[config.mk]
export PLATFORM = sky130hd
export DESIGN_NAME = barometric_sensor_compensation
export DESIGN_NICKNAME = d
export VERILOG_FILES = /design/src/design/bsc_pkg.sv /design/src/design/barometric_sensor_compensation.sv
export SDC_FILE = /design/constraint.sdc
export NUM_CORES = 2
export LEC_CHECK = 0
export BUFFER_PORTS_ARGS = -buffer_cell sky130_fd_sc_hd__buf_2
export CELL_PAD_IN_SITES_DETAIL_PLACEMENT = 1
export CELL_PAD_IN_SITES_GLOBAL_PLACEMENT = 1
export CORE_ASPECT_RATIO = 1.4
export CORE_MARGIN = 4
export CORE_UTILIZATION = 45
export CTS_CLUSTER_DIAMETER = 80
export DETAILED_ROUTE_END_ITERATION = 8
export PLACE_DENSITY_LB_ADDON = 0.1
export RECOVER_POWER = 50
export SYNTH_ARGS = -nofsm -noshare
export SYNTH_HDL_FRONTEND = slang
export SYNTH_SLANG_ARGS = --single-unit
[constraint.sdc]
create_clock -name clk -period 10.4 [get_ports clk]
set_input_delay 2.08 -clock clk [delete_from_list [all_inputs] [get_ports clk]]
set_output_delay 2.08 -clock clk [all_outputs]
set_load 0.005 [all_outputs]
[src/design/bsc_pkg.sv]
// Shared types and constants for the barometric sensor compensation block.
package bsc_pkg;

  // One raw sample word on the input channel.
  typedef struct packed {
    logic        operation;
    logic [15:0] raw_sample;
  } in_word_t;

  // One compensated result word on the output channel.
  typedef struct packed {
    logic               kind;
    logic signed [31:0] value;
    logic               div_error;
  } out_word_t;

  // Sample kinds.
  localparam logic OP_TEMPERATURE = 1'b0;
  localparam logic OP_PRESSURE    = 1'b1;

  // Calibration register slots (byte address is 8 times the slot).
  typedef enum logic [1:0] {
    REG_CAL_AC123 = 2'd0,
    REG_CAL_AC456 = 2'd1,
    REG_CAL_B12   = 2'd2,
    REG_CAL_MCMD  = 2'd3
  } cfg_reg_t;

  localparam int CFG_ADDR_W = 5;
  localparam int CFG_DATA_W = 64;

  // Constants of the compensation formulas.
  localparam logic signed [31:0] K_B6_OFFSET  = 32'sd4000;
  localparam logic signed [31:0] K_B4_OFFSET  = 32'sd32768;
  localparam logic [31:0]        K_B7_SCALE   = 32'd50000;
  localparam logic signed [31:0] K_P_SQUARE   = 32'sd3038;
  localparam logic signed [31:0] K_P_LINEAR   = -32'sd7357;
  localparam logic signed [31:0] K_P_OFFSET   = 32'sd3791;
  localparam logic signed [31:0] K_T_ROUND    = 32'sd8;
  localparam logic signed [31:0] K_B3_ROUND   = 32'sd2;

  // Sequencer states, one-hot.
  typedef enum logic [19:0] {
    S_IDLE     = 20'h00001,
    S_T_MUL    = 20'h00002,
    S_T_DEN    = 20'h00004,
    S_T_DIV    = 20'h00008,
    S_T_FIN    = 20'h00010,
    S_P_B6     = 20'h00020,
    S_P_SQ     = 20'h00040,
    S_P_X1     = 20'h00080,
    S_P_X2     = 20'h00100,
    S_P_B3     = 20'h00200,
    S_P_X1B    = 20'h00400,
    S_P_X3     = 20'h00800,
    S_P_B4     = 20'h01000,
    S_P_B7     = 20'h02000,
    S_P_DIVLD  = 20'h04000,
    S_P_DIV    = 20'h08000,
    S_P_Q      = 20'h10000,
    S_P_K1     = 20'h20000,
    S_P_K2     = 20'h40000,
    S_P_FIN    = 20'h80000
  } seq_state_t;

endpackage

[src/design/barometric_sensor_compensation.sv]
// Top level: barometric sensor compensation with a shared multiplier and divider.
//
//   Channel   Ports                               Direction  Carries
//   --------  ----------------------------------  ---------  -----------------------------
//   input     in_valid, in_stall, in_data         in         one raw sample word
//   output    out_valid, out_stall, out_data      out        one compensated result word
//   config    psel, penable, pwrite, paddr,       in/out     four calibration registers
//             pwdata, prdata, pready
//
// A zero divisor ends a word early. Most of the time a word spends in the sequencer goes to
// the radix-2 divider, and the single 32x32 multiplier serializes the remaining terms.
// Reset is synchronous and active low; it clears the calibration registers and the stored
// B5 term. A result waits in the output register while the next word is already accepted.
module barometric_sensor_compensation (
  input  logic                              clk,
  input  logic                              rst_n,
  input  logic                              in_valid,
  output logic                              in_stall,
  input  bsc_pkg::in_word_t                 in_data,
  output logic                              out_valid,
  input  logic                              out_stall,
  output bsc_pkg::out_word_t                out_data,
  input  logic                              psel,
  input  logic                              penable,
  input  logic                              pwrite,
  input  logic [bsc_pkg::CFG_ADDR_W-1:0]    paddr,
  input  logic [bsc_pkg::CFG_DATA_W-1:0]    pwdata,
  output logic [bsc_pkg::CFG_DATA_W-1:0]    prdata,
  output logic                              pready
);
  import bsc_pkg::*;

  // Calibration registers.
  logic [47:0] cal_ac123_r, cal_ac123_nxt;
  logic [47:0] cal_ac456_r, cal_ac456_nxt;
  logic [31:0] cal_b12_r,   cal_b12_nxt;
  logic [31:0] cal_mcmd_r,  cal_mcmd_nxt;

  // Sequencer and working registers.
  seq_state_t         state_r, state_nxt;
  logic               op_r, op_nxt;
  logic [15:0]        raw_r, raw_nxt;
  logic [31:0]        prod_r, prod_nxt;
  logic signed [31:0] acc_r, acc_nxt;
  logic signed [31:0] b6_r, b6_nxt;
  logic signed [31:0] sq_r, sq_nxt;
  logic signed [31:0] b3_r, b3_nxt;
  logic [31:0]        b4_r, b4_nxt;
  logic signed [31:0] p_r, p_nxt;
  logic signed [31:0] temp_term_r, temp_term_nxt;

  // Divider registers.
  logic [31:0] rem_r, rem_nxt;
  logic [31:0] quo_r, quo_nxt;
  logic [31:0] dvs_r, dvs_nxt;
  logic [4:0]  cnt_r, cnt_nxt;
  logic        qneg_r, qneg_nxt;
  logic        dbl_r, dbl_nxt;

  // Output register.
  logic      out_valid_r, out_valid_nxt;
  out_word_t out_data_r, out_data_nxt;

  // Calibration fields, extended to 32 bits.
  logic signed [31:0] ac1, ac2, ac3, ac4, ac5, ac6, b1, b2, mc, md;

  assign ac1 = {{16{cal_ac123_r[47]}}, cal_ac123_r[47:32]};
  assign ac2 = {{16{cal_ac123_r[31]}}, cal_ac123_r[31:16]};
  assign ac3 = {{16{cal_ac123_r[15]}}, cal_ac123_r[15:0]};
  assign ac4 = {16'b0, cal_ac456_r[47:32]};
  assign ac5 = {16'b0, cal_ac456_r[31:16]};
  assign ac6 = {16'b0, cal_ac456_r[15:0]};
  assign b1  = {{16{cal_b12_r[31]}}, cal_b12_r[31:16]};
  assign b2  = {{16{cal_b12_r[15]}}, cal_b12_r[15:0]};
  assign mc  = {{16{cal_mcmd_r[31]}}, cal_mcmd_r[31:16]};
  assign md  = {{16{cal_mcmd_r[15]}}, cal_mcmd_r[15:0]};

  // The configuration port is always ready; reads come straight from the registers.
  logic     cfg_we;
  cfg_reg_t cfg_sel;

  assign pready  = 1'b1;
  assign cfg_we  = psel && penable && pwrite && pready;
  assign cfg_sel = cfg_reg_t'(paddr[CFG_ADDR_W-1:3]);

  always_comb begin
    unique case (cfg_sel)
      REG_CAL_AC123: prdata = {16'b0, cal_ac123_r};
      REG_CAL_AC456: prdata = {16'b0, cal_ac456_r};
      REG_CAL_B12:   prdata = {32'b0, cal_b12_r};
      REG_CAL_MCMD:  prdata = {32'b0, cal_mcmd_r};
      default:       prdata = '0;
    endcase
  end

  always_comb begin
    cal_ac123_nxt = cal_ac123_r;
    cal_ac456_nxt = cal_ac456_r;
    cal_b12_nxt   = cal_b12_r;
    cal_mcmd_nxt  = cal_mcmd_r;
    if (cfg_we) begin
      unique case (cfg_sel)
        REG_CAL_AC123: cal_ac123_nxt = pwdata[47:0];
        REG_CAL_AC456: cal_ac456_nxt = pwdata[47:0];
        REG_CAL_B12:   cal_b12_nxt   = pwdata[31:0];
        REG_CAL_MCMD:  cal_mcmd_nxt  = pwdata[31:0];
        default: ;
      endcase
    end
  end

  // Handshakes. The sequencer takes a new word only from its idle state, while the output
  // register may still hold the previous result.
  logic in_accept, out_take, out_free;

  assign in_stall  = (state_r != S_IDLE);
  assign in_accept = in_valid && !in_stall;
  assign out_take  = out_valid_r && !out_stall;
  assign out_free  = !out_valid_r || !out_stall;
  assign out_valid = out_valid_r;
  assign out_data  = out_data_r;

  // Shared multiplier: wrapping 32x32 product, registered in prod_r.
  logic [31:0] mul_a, mul_b;
  logic [31:0] mul_lo;
  logic        mul_en;

  assign mul_lo = mul_a * mul_b;

  // Shared radix-2 restoring divider step.
  logic [32:0] rem_sh;
  logic [33:0] div_diff;
  logic [31:0] div_rem_step, div_quo_step;
  logic        div_last;

  assign rem_sh   = {rem_r, quo_r[31]};
  assign div_diff = {1'b0, rem_sh} - {2'b0, dvs_r};
  assign div_last = (cnt_r == 5'd31);

  always_comb begin
    if (!div_diff[33]) begin
      div_rem_step = div_diff[31:0];
      div_quo_step = {quo_r[30:0], 1'b1};
    end else begin
      div_rem_step = rem_sh[31:0];
      div_quo_step = {quo_r[30:0], 1'b0};
    end
  end

  // Intermediate terms of the individual steps.
  logic signed [31:0] prod_s, t_x1, t_den, t_dvd, t_x2, t_b5, x3, p_val, p_sh, b7_diff;
  logic [31:0]        b7;

  assign prod_s  = $signed(prod_r);
  assign t_x1    = prod_s >>> 15;
  assign t_den   = t_x1 + md;
  assign t_dvd   = {mc[26:0], 5'b0} <<< 6;
  assign t_x2    = qneg_r ? -$signed(quo_r) : $signed(quo_r);
  assign t_b5    = acc_r + t_x2;
  assign x3      = acc_r + (prod_s >>> 11);
  assign b7      = prod_r;
  assign p_val   = dbl_r ? $signed({quo_r[30:0], 1'b0}) : $signed(quo_r);
  assign p_sh    = p_val >>> 8;
  assign b7_diff = $signed({16'b0, raw_r}) - b3_r;

  always_comb begin
    state_nxt     = state_r;
    op_nxt        = op_r;
    raw_nxt       = raw_r;
    acc_nxt       = acc_r;
    b6_nxt        = b6_r;
    sq_nxt        = sq_r;
    b3_nxt        = b3_r;
    b4_nxt        = b4_r;
    p_nxt         = p_r;
    temp_term_nxt = temp_term_r;
    rem_nxt       = rem_r;
    quo_nxt       = quo_r;
    dvs_nxt       = dvs_r;
    cnt_nxt       = cnt_r;
    qneg_nxt      = qneg_r;
    dbl_nxt       = dbl_r;
    mul_en        = 1'b0;
    mul_a         = '0;
    mul_b         = '0;
    out_valid_nxt = out_take ? 1'b0 : out_valid_r;
    out_data_nxt  = out_data_r;

    unique case (state_r)
      S_IDLE: begin
        if (in_accept) begin
          op_nxt    = in_data.operation;
          raw_nxt   = in_data.raw_sample;
          state_nxt = (in_data.operation == OP_PRESSURE) ? S_P_B6 : S_T_MUL;
        end
      end

      // Temperature: X1 = ((UT - AC6) * AC5) >> 15, X2 = MC * 2048 / (X1 + MD).
      S_T_MUL: begin
        mul_en    = 1'b1;
        mul_a     = $signed({16'b0, raw_r}) - ac6;
        mul_b     = ac5;
        state_nxt = S_T_DEN;
      end
      S_T_DEN: begin
        acc_nxt = t_x1;
        if (t_den == 32'sd0) begin
          // A zero divisor gives an error result and leaves B5 untouched.
          if (out_free) begin
            out_valid_nxt = 1'b1;
            out_data_nxt  = '{kind: OP_TEMPERATURE, value: '0, div_error: 1'b1};
            state_nxt     = S_IDLE;
          end
        end else begin
          rem_nxt   = '0;
          cnt_nxt   = '0;
          quo_nxt   = t_dvd[31] ? -t_dvd : t_dvd;
          dvs_nxt   = t_den[31] ? -t_den : t_den;
          qneg_nxt  = t_dvd[31] ^ t_den[31];
          state_nxt = S_T_DIV;
        end
      end
      S_T_DIV: begin
        rem_nxt = div_rem_step;
        quo_nxt = div_quo_step;
        cnt_nxt = cnt_r + 5'd1;
        if (div_last) begin
          state_nxt = S_T_FIN;
        end
      end
      S_T_FIN: begin
        if (out_free) begin
          temp_term_nxt = t_b5;
          out_valid_nxt = 1'b1;
          out_data_nxt  = '{kind: OP_TEMPERATURE, value: (t_b5 + K_T_ROUND) >>> 4,
                            div_error: 1'b0};
          state_nxt     = S_IDLE;
        end
      end

      // Pressure: the B3 and B4 terms, then B7 / B4, then the final polynomial.
      S_P_B6: begin
        b6_nxt    = temp_term_r - K_B6_OFFSET;
        state_nxt = S_P_SQ;
      end
      S_P_SQ: begin
        mul_en    = 1'b1;
        mul_a     = b6_r;
        mul_b     = b6_r;
        state_nxt = S_P_X1;
      end
      S_P_X1: begin
        sq_nxt    = prod_s >>> 12;
        mul_en    = 1'b1;
        mul_a     = b2;
        mul_b     = prod_s >>> 12;
        state_nxt = S_P_X2;
      end
      S_P_X2: begin
        acc_nxt   = prod_s >>> 11;
        mul_en    = 1'b1;
        mul_a     = ac2;
        mul_b     = b6_r;
        state_nxt = S_P_B3;
      end
      S_P_B3: begin
        b3_nxt    = ((ac1 <<< 2) + x3 + K_B3_ROUND) >>> 2;
        mul_en    = 1'b1;
        mul_a     = ac3;
        mul_b     = b6_r;
        state_nxt = S_P_X1B;
      end
      S_P_X1B: begin
        acc_nxt   = prod_s >>> 13;
        mul_en    = 1'b1;
        mul_a     = b1;
        mul_b     = sq_r;
        state_nxt = S_P_X3;
      end
      S_P_X3: begin
        acc_nxt   = ((acc_r + (prod_s >>> 16) + K_B3_ROUND) >>> 2) + K_B4_OFFSET;
        state_nxt = S_P_B4;
      end
      S_P_B4: begin
        mul_en    = 1'b1;
        mul_a     = ac4;
        mul_b     = acc_r;
        state_nxt = S_P_B7;
      end
      S_P_B7: begin
        b4_nxt    = prod_r >> 15;
        mul_en    = 1'b1;
        mul_a     = b7_diff;
        mul_b     = K_B7_SCALE;
        state_nxt = S_P_DIVLD;
      end
      S_P_DIVLD: begin
        if (b4_r == 32'd0) begin
          if (out_free) begin
            out_valid_nxt = 1'b1;
            out_data_nxt  = '{kind: OP_PRESSURE, value: '0, div_error: 1'b1};
            state_nxt     = S_IDLE;
          end
        end else begin
          // Doubling before the divide would overflow when B7 has its top bit set,
          // so the quotient is doubled afterwards in that case.
          rem_nxt   = '0;
          cnt_nxt   = '0;
          quo_nxt   = b7[31] ? b7 : {b7[30:0], 1'b0};
          dvs_nxt   = b4_r;
          qneg_nxt  = 1'b0;
          dbl_nxt   = b7[31];
          state_nxt = S_P_DIV;
        end
      end
      S_P_DIV: begin
        rem_nxt = div_rem_step;
        quo_nxt = div_quo_step;
        cnt_nxt = cnt_r + 5'd1;
        if (div_last) begin
          state_nxt = S_P_Q;
        end
      end
      S_P_Q: begin
        p_nxt     = p_val;
        mul_en    = 1'b1;
        mul_a     = p_sh;
        mul_b     = p_sh;
        state_nxt = S_P_K1;
      end
      S_P_K1: begin
        mul_en    = 1'b1;
        mul_a     = prod_r;
        mul_b     = K_P_SQUARE;
        state_nxt = S_P_K2;
      end
      S_P_K2: begin
        acc_nxt   = prod_s >>> 16;
        mul_en    = 1'b1;
        mul_a     = K_P_LINEAR;
        mul_b     = p_r;
        state_nxt = S_P_FIN;
      end
      S_P_FIN: begin
        if (out_free) begin
          out_valid_nxt = 1'b1;
          out_data_nxt  = '{kind: OP_PRESSURE,
                            value: p_r + ((acc_r + (prod_s >>> 16) + K_P_OFFSET) >>> 4),
                            div_error: 1'b0};
          state_nxt     = S_IDLE;
        end
      end
      default: begin
        state_nxt = S_IDLE;
      end
    endcase
  end

  assign prod_nxt = mul_en ? mul_lo : prod_r;

  // Control state and calibration, cleared by reset.
  always_ff @(posedge clk) begin
    if (!rst_n) begin
      state_r     <= S_IDLE;
      out_valid_r <= 1'b0;
      cnt_r       <= '0;
      temp_term_r <= '0;
      cal_ac123_r <= '0;
      cal_ac456_r <= '0;
      cal_b12_r   <= '0;
      cal_mcmd_r  <= '0;
    end else begin
      state_r     <= state_nxt;
      out_valid_r <= out_valid_nxt;
      cnt_r       <= cnt_nxt;
      temp_term_r <= temp_term_nxt;
      cal_ac123_r <= cal_ac123_nxt;
      cal_ac456_r <= cal_ac456_nxt;
      cal_b12_r   <= cal_b12_nxt;
      cal_mcmd_r  <= cal_mcmd_nxt;
    end
  end

  // Datapath registers.
  always_ff @(posedge clk) begin
    op_r       <= op_nxt;
    raw_r      <= raw_nxt;
    prod_r     <= prod_nxt;
    acc_r      <= acc_nxt;
    b6_r       <= b6_nxt;
    sq_r       <= sq_nxt;
    b3_r       <= b3_nxt;
    b4_r       <= b4_nxt;
    p_r        <= p_nxt;
    rem_r      <= rem_nxt;
    quo_r      <= quo_nxt;
    dvs_r      <= dvs_nxt;
    qneg_r     <= qneg_nxt;
    dbl_r      <= dbl_nxt;
    out_data_r <= out_data_nxt;
  end

  // An accepted word keeps the sequencer busy on the following cycle.
  a_busy_after_accept: assert property (@(posedge clk) disable iff (!rst_n)
    in_accept |=> in_stall)
    else $error("sequencer ready again right after accepting a word");

  // The divider count only advances inside a divide.
  a_div_count_idle: assert property (@(posedge clk) disable iff (!rst_n)
    (cnt_r != 5'd0) |-> (state_r == S_T_DIV || state_r == S_P_DIV))
    else $error("divider count running outside a divide");

  // A freshly presented result is of the kind of the word that produced it.
  a_kind_matches: assert property (@(posedge clk) disable iff (!rst_n)
    $rose(out_valid_r) |-> (out_data_r.kind == op_r))
    else $error("result kind differs from the sample operation");

  // An error result always carries a zero value.
  a_error_zero: assert property (@(posedge clk) disable iff (!rst_n)
    out_valid_r |-> (!out_data_r.div_error || out_data_r.value == 32'sd0))
    else $error("division error result with a nonzero value");

  // B5 changes only when a temperature result is written.
  a_b5_update: assert property (@(posedge clk) disable iff (!rst_n)
    (temp_term_r != $past(temp_term_r)) |-> $past(state_r == S_T_FIN))
    else $error("stored B5 term changed outside temperature completion");

endmodule

==> impl_metrics.csv <==
group,metric,value,unit
cells_and_area,nets,7239,
cells_and_area,fin_util,52.1,%
setup_path,cp_slowest_cell,"fa_1",
die,die_w,300,um
cts,cts_buffer_depth,3,
synthesis,synth_compound_area_share,14.1,%
cts,path_clk_slew,0.06,ns
routing,drc,7,
sta,hold_viol_final,0,
placement,place_ws,-0.658,ns
global_route,grt_max_degree,99,
synthesis,synthAdderAreaFrac,24.4,%
sta,slew-limit-headroom,-111,%
routing,routed_wl,233000,um
synthesis,synthSimpleGateAreaFrac,17.1,%
cts,cts-root-buf,"clkbuf_16",
die,num_rows,149,
sta,tightestPinTransition,3.17,ns
sta,rsz0062_at_grt,"true",
sta,fmax,91.9,MHz
cells_and_area,drive_above_1_share,13.3,%
sta,fin_crit,10.88,ns
power_and_ir_drop,leakage,25.8,nW
cts,insertion_delay,0.69,ns
min_path,hold_depth,0,
routing,via_per_inst,5.95,
die,design.core.area,0.118,mm2
sta,finalSetupViolCount,4,
global_route,gr-total-overflow,0,
synthesis,synth_cells,5976,
synthesis,ys_ff_latch,560,
setup_path,timing.rr.end,"b7[31]",
sta,timing.final.crit_share,105,%
sta,finalMaxSlewViolations,85,
cts,cts_tree,"done",
routing,initialDrtViolationCount,3765,
status,violations,"design-rule violations, max-capacitance violations, max-slew violations, negative setup slack",
min_path,whs_endpoint,"b6_r[0]",
sta,setup_slack,-0.480,ns
synthesis,synth_top_family_by_area,"adder cells",
setup_path,start_kind,"flip-flop",
power_and_ir_drop,total_power,6.28,mW
min_path,hold_path_class,"reg2reg",
die,dieArea,0.125,mm2
synthesis,yosysSeqAreaShare,27.2,%
power_and_ir_drop,p_per_area,102,mW/mm2
synthesis,yosysWarnings,0,
placement,portBuffers,157,
cts,cts.sinks,560,
cells_and_area,syn2layout_area_growth,14.6,%
setup_path,r2r-start,"b3_r[0]",
synthesis,synth_edf_count,342,
routing,firstDrtPassIters,9,
placement,place.gp.congestion,1.01,
status,outcome,"complete, but fails checks",
power_and_ir_drop,vdd_drop_max,0.000109,V
cells_and_area,seqCellArea,0.0146,mm2
synthesis,yosysUniqueCellTypes,88,
cts,htreeDepth,3,
synthesis,synth_ff_type,"edfxtp_1",
global_route,grt_pass1_wl,336000,um
synthesis,synthMuxAreaShare,3.31,%
run,cap_violations,7,
cells_and_area,fill_cells,13800,
synthesis,synth_area,0.0537,mm2
cts,cts_made_buffers,70,
setup_path,crit_path_end_kind,"flip-flop",
synthesis,synth-async-reset-ratio,0,%
sta,skew,0.0340,ns
setup_path,cp_max_fo,4,
placement,dp_hpwl,188000,um
global_route,grt_pass1_vias,50200,
die,io_pins,194,
cts,postCtsHoldBufs,0,
setup_path,cp_slowest_stage_delay,0.53,ns
global_route,track_usage,36.8,%
min_path,hold_start,"temp_term_r[0]",
routing,ant_nets,0,
setup_path,crit_required,10.82,ns
synthesis,synth_xor_area_share,6.99,%
setup_path,critical_path_class,"reg2reg",
routing,wl_per_cell,29.2,um
setup_path,r2r_setup_slack,-0.48,ns
setup_path,ff2ff_path_depth,44,
die,start_util,45.5,%
cells_and_area,multi_input_area,0.0360,mm2
die,die_h,417,um
setup_path,cp.arrival,11.30,ns
routing,via_count,47600,
synthesis,avgSynthCellArea,8.99,um2
global_route,antenna_found_initial,8,
-- flip-flops by register name (all words and copies together), names as in the netlist, 20 cells and up --
name and flops:
quo_r 32, cal_ac456_r 48, sq_r 20, rem_r 32, b7 32, state_r 20
acc_r 31, b3_r 30, temp_term_r 32, cal_ac123_r 48, out_data 34, cal_b12_r 32
b6_r 32, dvs_r 32, cal_mcmd_r 32, p_r 32
-- layout make-up --
type                    count  area share (%)
diodes                      1         0.00406
clock buffers              92            3.09
clock inverters            31           0.662
inverters                 653            3.98
multi-input cells        4493            58.4
flip-flops and latches    560            23.8
well taps                1585            3.22
repair buffers            585            6.85
-- logic make-up after synthesis --
group / after synthesis
and+or+nand+nor: 2026
AOI/OAI and AO/OA: 1100
buffers and inverters: 952
adders and majority gates: 783
DFF: 560
xor gates and xnor gates: 421
muxes: 132
other: 2
-- cell usage after synthesis, types with 46 or more instances --
cell / instances / area share (%)
xnor2_1: 281 / 4.6
inv_1: 652 / 4.6
o21ai_0: 163 / 1.5
dfxtp_1: 218 / 8.1
or2_2: 46 / 0.54
nor2_1: 559 / 3.9
clkbuf_1: 233 / 1.6
mux2i_1: 56 / 1.0
a21oi_1: 247 / 2.3
fa_1: 445 / 17
nor3_1: 87 / 0.81
nor2b_1: 62 / 0.72
nand3_1: 84 / 0.78
xor2_1: 135 / 2.2
nand2_1: 842 / 5.9
and2_1: 52 / 0.61
a21o_1: 60 / 0.84
nand2b_1: 64 / 0.74
edfxtp_1: 342 / 19
a222oi_1: 57 / 1.1
ha_1: 338 / 7.9
a21boi_0: 205 / 2.9
-- report_power, final --
part	internal [mW]	leakage [nW]	switching (mW)
Sequential	2.40	4.97	0.0645
Clock	1.46	1.12	1.11
Combinational	0.488	19.7	0.758
-- metal layers --
metal  up-vias  routed length [um]  track usage, %
li1      21000                   -               -
met1     24200               83600            40.7
met2      1695              115000            64.4
met3       645               13700            5.66
met4        10               21000            26.1
met5         -                  69               0
-- cells in the final DEF (no fill, tap or decap), types with 204 or more instances in the layout --
| cell | instances |
|---|---|
| nand2_1 | 837 |
| inv_1 | 649 |
| nor2_1 | 552 |
| fa_1 | 440 |
| buf_4 | 375 |
| edfxtp_1 | 342 |
| ha_1 | 337 |
| xnor2_1 | 276 |
| a21oi_1 | 238 |
| dfxtp_1 | 218 |
| a21boi_0 | 204 |
-- how the worst max path moves through the flow --
stage / startpoint / to / slack [ns] / depth (start not counted)
final: b3_r[0] / b7[31] / -0.48 / 44
after global routing: raw_r[0] / b7[31] / -0.86 / 45
after CTS: b3_r[0] / b7[31] / -0.44 / 44
after detailed placement: b3_r[0] / b7[31] / -0.66 / 44
after global placement: b3_r[0] / b7[31] / -0.57 / 44
after floorplan: b3_r[0] / b7[31] / 0.0004 / 43
-- worst max-delay path, delay by kind of cell (launching register included) --
kind                     cells  cell delay [ns]
buffers and inverters        6             0.49
AND/OR/NAND/NOR              4             0.86
flip-flops                   1             0.38
XOR/XNOR                    16             3.07
adder cells (fa/ha/maj)     10             4.20
AO/OA/AOI/OAI                8             1.63
-- per-stage QoR --
step	cells	TNS [ns]	area (um2)	hold WS, ns
after floorplan	6005	0	53900	0.408
after global placement	7860	-0.571	59100	0.418
after detailed placement	7860	-0.658	59100	0.428
after CTS	7993	-0.440	61600	0.440
after global routing	7999	-2.11	61600	0.449
final	8000	-0.626	61600	0.443
-- repair_timing --
| item | CTS | global route |
|---|---|---|
| buffers inserted | 10 | 6 |
| endpoints found under the setup margin | 1 | 5 |
| endpoints found under the hold margin | 0 | 0 |
| gates resized for setup | 21 | 23 |
| gates cloned | 0 | 0 |
| pin swaps | 42 | 23 |
Power figures use the tool's default switching activity.
